[config.mk]
export PLATFORM = sky130hd
export DESIGN_NAME = rsa_key_derivation_core
export DESIGN_NICKNAME = d
export VERILOG_FILES = /design/src/hdl/rkd_pkg.sv /design/src/hdl/rkd_div_unit.sv /design/src/hdl/rsa_key_derivation_core.sv
export SDC_FILE = /design/constraint.sdc
export NUM_CORES = 2
export LEC_CHECK = 0
export ABC_AREA = 1
export BUFFER_PORTS_ARGS = -buffer_cell sky130_fd_sc_hd__buf_4
export CAP_MARGIN = 40
export CORE_MARGIN = 1
export CORE_UTILIZATION = 64
export CTS_CLUSTER_SIZE = 28
export DETAILED_ROUTE_END_ITERATION = 8
export PLACE_DENSITY = 0.87
export SLEW_MARGIN = 5
export SYNTH_ARGS = -nofsm -noshare
export SYNTH_HDL_FRONTEND = slang
export SYNTH_HIERARCHICAL = 1
export SYNTH_SLANG_ARGS = --single-unit
[constraint.sdc]
create_clock -name clk -period 12.6 [get_ports clk]
set_clock_uncertainty 0.15 [all_clocks]
set_input_delay 1.26 -clock clk [delete_from_list [all_inputs] [get_ports clk]]
set_output_delay 1.26 -clock clk [all_outputs]
set_load 0.05 [all_outputs]
[src/hdl/rkd_pkg.sv]
package rkd_pkg;

    // Field widths of the request and result items.
    localparam int PRIME_W = 16;
    localparam int EXP_W   = 16;
    localparam int RES_W   = 32;

    // Cofactor width: the Bezout coefficients stay within plus or minus the totient.
    localparam int COEF_W    = RES_W + 2;
    localparam int DIV_CNT_W = $clog2(RES_W);

    localparam int                 DEFAULT_FACTOR_WIDTH = 16;
    localparam logic [EXP_W-1:0]   EXP_RESET            = EXP_W'(7);

    typedef struct packed {
        logic [PRIME_W-1:0] prime_p;
        logic [PRIME_W-1:0] prime_q;
    } rkd_in_t;

    typedef struct packed {
        logic [RES_W-1:0] modulus;
        logic [RES_W-1:0] totient;
        logic [RES_W-1:0] private_exponent;
        logic             no_inverse;
    } rkd_out_t;

    typedef struct packed {
        logic busy;
        logic done;
    } rkd_div_status_t;

endpackage

[src/hdl/rkd_div_unit.sv]
module rkd_div_unit (
    input  logic                              clk,
    input  logic                              rst_n,
    input  logic                              start,
    input  logic [rkd_pkg::RES_W-1:0]         dividend,
    input  logic [rkd_pkg::RES_W-1:0]         divisor,
    input  logic [rkd_pkg::COEF_W-1:0]        coef_prev,
    input  logic [rkd_pkg::COEF_W-1:0]        coef_cur,
    output rkd_pkg::rkd_div_status_t          status,
    output logic [rkd_pkg::RES_W-1:0]         remainder,
    output logic [rkd_pkg::COEF_W-1:0]        coef_new
);
    import rkd_pkg::*;

    logic                   busy_reg, busy_next;
    logic                   done_reg, done_next;
    logic [DIV_CNT_W-1:0]   cnt_reg, cnt_next;
    logic [RES_W-1:0]       dvd_reg, dvd_next;
    logic [RES_W-1:0]       rem_reg, rem_next;
    logic [COEF_W-1:0]      acc_reg, acc_next;

    logic [RES_W:0]         rem_shift;
    logic [RES_W:0]         rem_diff;
    logic                   fits;

    // One restoring division step: shift in the next dividend bit and trial subtract.
    assign rem_shift = {rem_reg, dvd_reg[RES_W-1]};
    assign rem_diff  = rem_shift - {1'b0, divisor};
    assign fits      = rem_shift >= {1'b0, divisor};

    // Step control and datapath. The quotient is folded into the product with the
    // current cofactor by Horner's rule, most significant bit first.
    always_comb
    begin
        busy_next = busy_reg;
        done_next = 1'b0;
        cnt_next  = cnt_reg;
        dvd_next  = dvd_reg;
        rem_next  = rem_reg;
        acc_next  = acc_reg;
        if (start)
        begin
            busy_next = 1'b1;
            cnt_next  = '0;
            dvd_next  = dividend;
            rem_next  = '0;
            acc_next  = '0;
        end
        else if (busy_reg)
        begin
            dvd_next = {dvd_reg[RES_W-2:0], 1'b0};
            rem_next = fits ? rem_diff[RES_W-1:0] : rem_shift[RES_W-1:0];
            acc_next = {acc_reg[COEF_W-2:0], 1'b0} + (fits ? coef_cur : '0);
            cnt_next = cnt_reg + 1'b1;
            if (cnt_reg == DIV_CNT_W'(RES_W - 1))
            begin
                busy_next = 1'b0;
                done_next = 1'b1;
            end
        end
    end

    always_ff @(posedge clk or negedge rst_n)
    begin
        if (!rst_n)
        begin
            busy_reg <= 1'b0;
            done_reg <= 1'b0;
            cnt_reg  <= '0;
        end
        else
        begin
            busy_reg <= busy_next;
            done_reg <= done_next;
            cnt_reg  <= cnt_next;
        end
    end

    always_ff @(posedge clk)
    begin
        dvd_reg <= dvd_next;
        rem_reg <= rem_next;
        acc_reg <= acc_next;
    end

    // The new cofactor is the previous one minus quotient times the current one.
    assign status.busy = busy_reg;
    assign status.done = done_reg;
    assign remainder   = rem_reg;
    assign coef_new    = coef_prev - acc_reg;

endmodule

[src/hdl/rsa_key_derivation_core.sv]
// Channel   Signals                                Direction  Moves
// factor    factor_valid, factor_stall, factor     in         request with the primes p and q
// key       key_valid, key_stall, key              out        modulus, totient, d, no_inverse
// cfg       cfg_valid, cfg_ready, cfg_data         in         public exponent write
//
// Each request makes k Euclid steps, where k is the number of Euclid steps (at most about
// 48 for a 32-bit totient). Each step is one pass of the shared restoring divider, framed
// by the S_DIV_START and S_DIV_WAIT states of the sequencer.
// If the totient is below two, the request skips the Euclid steps and reports no inverse.
// Reset (rst_n low, asynchronous) clears the sequencer and sets the exponent to 7.
// A stalled result stays in the output register; the next request is taken meanwhile.
module rsa_key_derivation_core #(
    parameter int FACTOR_WIDTH = rkd_pkg::DEFAULT_FACTOR_WIDTH
) (
    input  logic                         clk,
    input  logic                         rst_n,
    input  logic                         factor_valid,
    output logic                         factor_stall,
    input  rkd_pkg::rkd_in_t             factor,
    output logic                         key_valid,
    input  logic                         key_stall,
    output rkd_pkg::rkd_out_t            key,
    input  logic                         cfg_valid,
    output logic                         cfg_ready,
    input  logic [rkd_pkg::EXP_W-1:0]    cfg_data
);
    import rkd_pkg::*;

    localparam int MASK_W = (FACTOR_WIDTH < PRIME_W) ? FACTOR_WIDTH : PRIME_W;
    localparam logic [PRIME_W-1:0] FACTOR_MASK = {PRIME_W{1'b1}} >> (PRIME_W - MASK_W);

    localparam logic [2:0] S_IDLE      = 3'd0;
    localparam logic [2:0] S_MUL_N     = 3'd1;
    localparam logic [2:0] S_MUL_R     = 3'd2;
    localparam logic [2:0] S_CHECK     = 3'd3;
    localparam logic [2:0] S_DIV_START = 3'd4;
    localparam logic [2:0] S_DIV_WAIT  = 3'd5;
    localparam logic [2:0] S_FINAL     = 3'd6;
    localparam logic [2:0] S_DONE      = 3'd7;

    logic [2:0]           state_reg, state_next;
    logic [EXP_W-1:0]     exponent_reg;
    logic [PRIME_W-1:0]   p_reg, p_next;
    logic [PRIME_W-1:0]   q_reg, q_next;
    logic [RES_W-1:0]     n_reg, n_next;
    logic [RES_W-1:0]     r_reg, r_next;
    logic [RES_W-1:0]     prev_rem_reg, prev_rem_next;
    logic [RES_W-1:0]     cur_rem_reg, cur_rem_next;
    logic [COEF_W-1:0]    prev_coef_reg, prev_coef_next;
    logic [COEF_W-1:0]    cur_coef_reg, cur_coef_next;
    logic [RES_W-1:0]     d_reg, d_next;
    logic                 none_reg, none_next;
    logic                 key_valid_reg, key_valid_next;
    rkd_out_t             key_reg, key_next;

    logic [PRIME_W-1:0]   mul_a;
    logic [PRIME_W-1:0]   mul_b;
    logic [RES_W-1:0]     mul_prod;
    logic [COEF_W-1:0]    coef_fixed;
    logic                 div_start;
    rkd_div_status_t      div_status;
    logic [RES_W-1:0]     div_rem;
    logic [COEF_W-1:0]    div_coef;

    // Exponent register; users send writes only while the block is idle; it is not enforced.
    assign cfg_ready = 1'b1;

    always_ff @(posedge clk or negedge rst_n)
    begin
        if (!rst_n)
        begin
            exponent_reg <= EXP_RESET;
        end
        else if (cfg_valid && cfg_ready)
        begin
            exponent_reg <= cfg_data;
        end
    end

    // Shared multiplier: p*q first, then (p-1)*(q-1).
    assign mul_a    = (state_reg == S_MUL_R) ? p_reg - 1'b1 : p_reg;
    assign mul_b    = (state_reg == S_MUL_R) ? q_reg - 1'b1 : q_reg;
    assign mul_prod = RES_W'(mul_a) * RES_W'(mul_b);

    // Shared divider for the Euclid steps.
    assign div_start = (state_reg == S_DIV_START);

    rkd_div_unit u_div (
        .clk       (clk),
        .rst_n     (rst_n),
        .start     (div_start),
        .dividend  (prev_rem_reg),
        .divisor   (cur_rem_reg),
        .coef_prev (prev_coef_reg),
        .coef_cur  (cur_coef_reg),
        .status    (div_status),
        .remainder (div_rem),
        .coef_new  (div_coef)
    );

    // A negative cofactor is brought into range by adding the totient once.
    assign coef_fixed = prev_coef_reg[COEF_W-1] ? prev_coef_reg + COEF_W'(r_reg)
                                                : prev_coef_reg;

    assign factor_stall = (state_reg != S_IDLE);
    assign key_valid    = key_valid_reg;
    assign key          = key_reg;

    // Sequencer.
    always_comb
    begin
        state_next     = state_reg;
        p_next         = p_reg;
        q_next         = q_reg;
        n_next         = n_reg;
        r_next         = r_reg;
        prev_rem_next  = prev_rem_reg;
        cur_rem_next   = cur_rem_reg;
        prev_coef_next = prev_coef_reg;
        cur_coef_next  = cur_coef_reg;
        d_next         = d_reg;
        none_next      = none_reg;
        key_next       = key_reg;
        key_valid_next = key_valid_reg;

        // The output register is freed when its result is taken.
        if (key_valid_reg && !key_stall)
        begin
            key_valid_next = 1'b0;
        end

        case (state_reg)
            S_IDLE:
            begin
                if (factor_valid)
                begin
                    p_next     = factor.prime_p & FACTOR_MASK;
                    q_next     = factor.prime_q & FACTOR_MASK;
                    state_next = S_MUL_N;
                end
            end
            S_MUL_N:
            begin
                n_next     = mul_prod;
                state_next = S_MUL_R;
            end
            S_MUL_R:
            begin
                r_next     = (p_reg == '0 || q_reg == '0) ? '0 : mul_prod;
                state_next = S_CHECK;
            end
            S_CHECK:
            begin
                // Starting from (e, r) makes the first step reduce e modulo r.
                if (r_reg < RES_W'(2))
                begin
                    d_next     = '0;
                    none_next  = 1'b1;
                    state_next = S_DONE;
                end
                else
                begin
                    prev_rem_next  = RES_W'(exponent_reg);
                    cur_rem_next   = r_reg;
                    prev_coef_next = COEF_W'(1);
                    cur_coef_next  = '0;
                    state_next     = S_DIV_START;
                end
            end
            S_DIV_START:
            begin
                state_next = S_DIV_WAIT;
            end
            S_DIV_WAIT:
            begin
                if (div_status.done)
                begin
                    prev_rem_next  = cur_rem_reg;
                    cur_rem_next   = div_rem;
                    prev_coef_next = cur_coef_reg;
                    cur_coef_next  = div_coef;
                    state_next     = (div_rem == '0) ? S_FINAL : S_DIV_START;
                end
            end
            S_FINAL:
            begin
                if (prev_rem_reg == RES_W'(1))
                begin
                    d_next    = coef_fixed[RES_W-1:0];
                    none_next = 1'b0;
                end
                else
                begin
                    d_next    = '0;
                    none_next = 1'b1;
                end
                state_next = S_DONE;
            end
            S_DONE:
            begin
                if (!key_valid_reg || !key_stall)
                begin
                    key_next.modulus          = n_reg;
                    key_next.totient          = r_reg;
                    key_next.private_exponent = d_reg;
                    key_next.no_inverse       = none_reg;
                    key_valid_next            = 1'b1;
                    state_next                = S_IDLE;
                end
            end
            default:
            begin
                state_next = S_IDLE;
            end
        endcase
    end

    always_ff @(posedge clk or negedge rst_n)
    begin
        if (!rst_n)
        begin
            state_reg     <= S_IDLE;
            key_valid_reg <= 1'b0;
        end
        else
        begin
            state_reg     <= state_next;
            key_valid_reg <= key_valid_next;
        end
    end

    always_ff @(posedge clk)
    begin
        p_reg         <= p_next;
        q_reg         <= q_next;
        n_reg         <= n_next;
        r_reg         <= r_next;
        prev_rem_reg  <= prev_rem_next;
        cur_rem_reg   <= cur_rem_next;
        prev_coef_reg <= prev_coef_next;
        cur_coef_reg  <= cur_coef_next;
        d_reg         <= d_next;
        none_reg      <= none_next;
        key_reg       <= key_next;
    end

    // The divider is never restarted while a division is still running.
    assert property (@(posedge clk) disable iff (!rst_n)
        div_start |-> !div_status.busy)
        else $error("divider started while busy");

    // The divisor is never zero during a division.
    assert property (@(posedge clk) disable iff (!rst_n)
        div_status.busy |-> cur_rem_reg != '0)
        else $error("division by zero in Euclid step");

    // A division only completes while the sequencer waits for it.
    assert property (@(posedge clk) disable iff (!rst_n)
        div_status.done |-> state_reg == S_DIV_WAIT)
        else $error("division finished outside the wait state");

    // A reported inverse lies in 1 .. totient-1.
    assert property (@(posedge clk) disable iff (!rst_n)
        (key_valid && !key.no_inverse) |->
            (key.private_exponent != '0 && key.private_exponent < key.totient))
        else $error("private exponent out of range");

endmodule

## After elaboration in Yosys (flattened, before gate mapping)

Cells that the tools add are included.

| storage, ports and cells | value |
|---|---|
| input bits | 53 |
| bits in registers | 483 |
| word-level logic and storage cells | 107 |

| operators by class | value |
|---|---|
| $mul | 1 |
| order comparisons | 2 |
| muxes and demuxes | 42 |
| $add $sub $neg | 7 |
| eq/ne operators | 14 |
| reductions and logical operators | 18 |

Operators with widths:

| operator | count |
|---|---|
| $mux 32 | 10 |
| $pmux 32 s2 | 3 |
| $mux 34 | 5 |
| $pmux 34 s2 | 2 |
| $add 34x34->34 | 1 |
| $sub 34x34->34 | 1 |
| $ge 33x32->1 | 1 |
| $add 32x32->32 | 1 |
| $eq 32x1->1 const B | 1 |
| $logic_not 16->1 | 2 |
| $logic_not 32->1 | 1 |
| $lt 32x2->1 const B | 1 |
| $mul 16x16->32 | 1 |
| $mux 16 | 2 |
| $sub 16x1->16 const B | 2 |
| $sub 32x32->32 | 1 |
| $pmux 3 s8 | 1 |
| $eq 3x3->1 const B | 4 |
| $mux 1 | 11 |
| $mux 5 | 2 |
| $mux 3 | 3 |
| $ne 2x2->1 const B | 4 |
| $eq 3x2->1 const B | 2 |
| $reduce_and 2->1 | 3 |
| other kinds (13) | 19 |

## Logic depth before layout (Yosys ltp)

| logic depth | value |
|---|---|
| word-level depth | 5 |
| depth in mapped cells | 37 |
| gate-level depth less buffers | 36 |

## Cells and area by module

Netlist, hierarchy kept.

Modules (own cells, without submodules):

| module | area each (um2) | cells each | times used | sequential area each (um2) |
|---|---|---|---|---|
| rsa_key_derivation_core | 26157.6 | 2923 | 1 | 11254.5 |
| rkd_div_unit | 10341.2 | 1657 | 1 | 2457.4 |

## Worst setup path after synthesis

Ideal clock, no wire load.

| timing | value |
|---|---|
| path type | flip-flop to flip-flop |
| start | register state_reg[2] |
| end | register cur_coef_reg[0] (enable) |
| required time | 11631 ps |
| path buffers | 2 |
| setup time | 819 ps |
| path slack | 1011 ps |
| arrival | 10621 ps |
| cell stages (with the launch flop) | 7 |
| cells stage by stage | dfrtp_1 -> inv_2 -> nor3_4 -> inv_2 -> buf_2 -> buf_2 -> a211oi_1 |

| on the way | value |
|---|---|
| longest elaborated chain between the ends | 3 |

RTL lines:

| item | line | text |
|---|---|---|
| start, declared | rsa_key_derivation_core.sv:41 | `logic [2:0] state_reg, state_next;` |
| start signal, assigned | rsa_key_derivation_core.sv:227 | `state_reg <= state_next;` |
| $eq 3x2->1 or $eq 3x3->1 (tied branches) | rsa_key_derivation_core.sv:132 | `case (state_reg)` |
| $ne 2x2->1 (no source line) (tied with other cells) | -- |  |
| $reduce_and 3->1 (no source line) * | -- |  |
| end signal, assigned | rsa_key_derivation_core.sv:241 | `cur_coef_reg <= cur_coef_next;` |
| end, declared | rsa_key_derivation_core.sv:50 | `logic [COEF_W-1:0] cur_coef_reg, cur_coef_next;` |

Mark *: on every way between the ends. The rest lies on a longest branch, timed or not.
A chain may end at the register's enable or synchronous reset.

## Worst setup path after layout

| timing | value |
|---|---|
| start | register state_reg[0] |
| end | register r_reg[30] (data pin) |

| on the way | value |
|---|---|
| longest elaborated chain between the ends | 3 |

RTL lines:

| item | line | text |
|---|---|---|
| $eq 3x2->1 * | rsa_key_derivation_core.sv:81, rsa_key_derivation_core.sv:82 |  |
| $mux 16, on equally long branches | rsa_key_derivation_core.sv:81, rsa_key_derivation_core.sv:82 |  |
| $mul 16x16->32 * | rsa_key_derivation_core.sv:83 | `assign mul_prod = RES_W'(mul_a) * RES_W'(mul_b);` |
| end signal, assigned | rsa_key_derivation_core.sv:237 | `r_reg <= r_next;` |
| end, declared | rsa_key_derivation_core.sv:46 | `logic [RES_W-1:0] r_reg, r_next;` |

Marks and branches as above.

==> key figures <==
Placement
  • Routability congestion estimate: 1.02
  • Dpl cell area: roughly 38000 sq um
  • DPL Wire Length: between 80000 and 90000 um
  • IO buf count: roughly 150

Worst setup path
  • Crit end category: flip-flop
  • Crit start category: flip-flop
  • Worst EP arrival: between 8 and 9 ns
  • Worst path most repeated cell: nand2_1
  • Crit-path max FO: 50
  • Critical Path Max Stage Delay: roughly 0.61 ns
  • Critical path required time: roughly 13 ns
  • Slowest cell on crit path: buf_4
  • R2r setup slk: 4.51 ns
  • Kind of critical path: reg2reg

Route
  • Avg WL per Cell: 19.2 um
  • Drt drc: 0
  • Vias: 31300
  • Starting DRT DRC Count: approximately 3000
  • Post-route ant nets: 0
  • 1st-pass router iterations: 6
  • Via density: ~5.7
  • Routed wire length: between 100000 and 150000 um

Global route
  • Largest net degree at the start of global routing: 86
  • Global route overflow: 0
  • GRT Total Usage: 0.374
  • Met1 usage: 0.487
  • Initial antenna violation count: 5
  • Vias in the first global route: 30800
  • Met2 usage in global routing: 0.603
  • First-pass GRT wire length: 165000 um
  • Grt peak-use layer: met2
  • Met3 usage: 0.0628

STA
  • Setup tns final: 0 ns
  • Max frequency: about 120 MHz
  • Worst Tran Pin Value: roughly 0.91 ns
  • Slew margin rel.: 0.392
  • Finish-stage setup viols: 0
  • Tmin final: roughly 8.1 ns
  • Period utilisation layout: 0.642
  • RSZ-0062 raised after global routing: false
  • Max-slew violations: 0
  • Final Hold Viols: 0

Clocking
  • CTS Sinks: 483
  • TritonCTS buffer count: 51
  • TritonCTS clock tree: yes
  • CTS Hold Bufs: 0
  • CTS-repair resized insts: 0
  • Deepest clock path buffer count: 3
  • Worst skew pair latency: a little over 0.6 ns
  • Post CTS Setup Buffer Count: 0
  • H-tree depth: 2
  • Clock slew at the register clock pins of the worst setup and hold paths: 0.06 ns
  • Clk root buf: clkbuf_16

Run
  • # Max-Cap Violations: 0

Finish
  • Max reg flops: 97
  • Fill cells: 4435
  • Design Area, Final: about 40000 sq um
  • Nets: ~5200
  • Final core utilization: 0.712
  • Synthesis-to-finish area growth: 10.0%
  • Layout cells sized above 1: 0.0704

Die
  • Core area: 56400 sq um
  • Die Footprint: slightly below 60000 sq um
  • Die W: 241 um
  • Row cnt: 87
  • Die Y-Extent: approximately 240 um
  • Initial Util: 0.647
  • IO Pins: 153

Min path
  • HP Class: reg2reg

Yosys
  • Avg Cell Area, Syn: 7.97 sq um
  • Syn_nets: 5066
  • YS warnings: 6
  • Post-synthesis cell count: 4579
  • Cell Area, Synth: roughly 36000 sq um

Status
  • Status: finished clean
-- per-stage QoR --
stage               cells  hold WS [ns]  setup slack [ns]
finish               5527         0.246              4.51
global route         5526         0.272              4.06
CTS                  5526         0.257              4.57
detailed placement   5432         0.255              4.58
global placement     5429         0.252              4.76
floorplan            4579         0.250              1.01
-- final cells by class --
class / instances / area, sq um / share of cell area
multi-input combinational: 3056 / 18800 / 0.469
sequential: 483 / 13700 / 0.341
inverter: 956 / 3590 / 0.0894
clock buffer: 75 / 1470 / 0.0366
timing repair buffer: 181 / 1390 / 0.0346
tap: 756 / 946 / 0.0236
clock inverter: 19 / 214 / 0.00533
antenna: 1 / 2.50 / 0.0000623
-- cells in the final DEF (no fill, tap or decap), types with 7 or more instances in the layout --
cell       instances
xnor2_1           36
or2_2             10
dfrtp_1           24
buf_4            179
o21ai_1           11
o21ai_0          178
o211ai_1          29
o22ai_1           13
inv_1            931
nand3_1          172
dfxtp_1           66
nand4_1           32
o21ai_2            7
nand3b_1           7
clkbuf_16         53
a31oi_1           12
a21oi_1          179
nand2_1         1134
nor2_1           578
nor3_1            45
nor2_2            12
o21a_1            12
xor2_1            55
inv_2             18
o21bai_1          13
nor4_1            14
fa_1             198
clkbuf_1          16
ha_1             236
edfxtp_1         390
and2_1             7
clkinv_1           9
a21o_1            12
-- critical path: cells and delay by family (launching register included) --
kind / cells / cell delay [ns]
AOI/OAI and AO/OA: 1 / 0.36
and+or+nand+nor: 14 / 2.16
adders and majority gates: 7 / 3.51
buffers and inverters: 7 / 1.17
DFF: 1 / 0.45
-- worst paths after layout --
| check | startpoint | endpoint | cells past startpoint |
|---|---|---|---|
| max in group asynchronous | rst_n | exponent_reg[2] | 1 |
| worst min register to register | n_reg[7] | key[72] | 0 |
| min in group asynchronous | rst_n | u_div/cnt_reg[2] | 1 |
| worst max register to register | state_reg[0] | r_reg[30] | 29 |
| worst max-delay path | state_reg[0] | r_reg[30] | 29 |
| worst min-delay path | n_reg[7] | key[72] | 0 |
-- metal layers --
layer | up-vias | part of all wire
met3 | 353 | 0.093
met4 | 8 | 0.057
met2 | 1600 | 0.46
li1 | 14600 | -
met1 | 14700 | 0.39
met5 | - | 0.0011
Power is left out: the tool's default activity adds up to more than one toggle a clock period on the data nets, which glitch-free logic cannot reach.
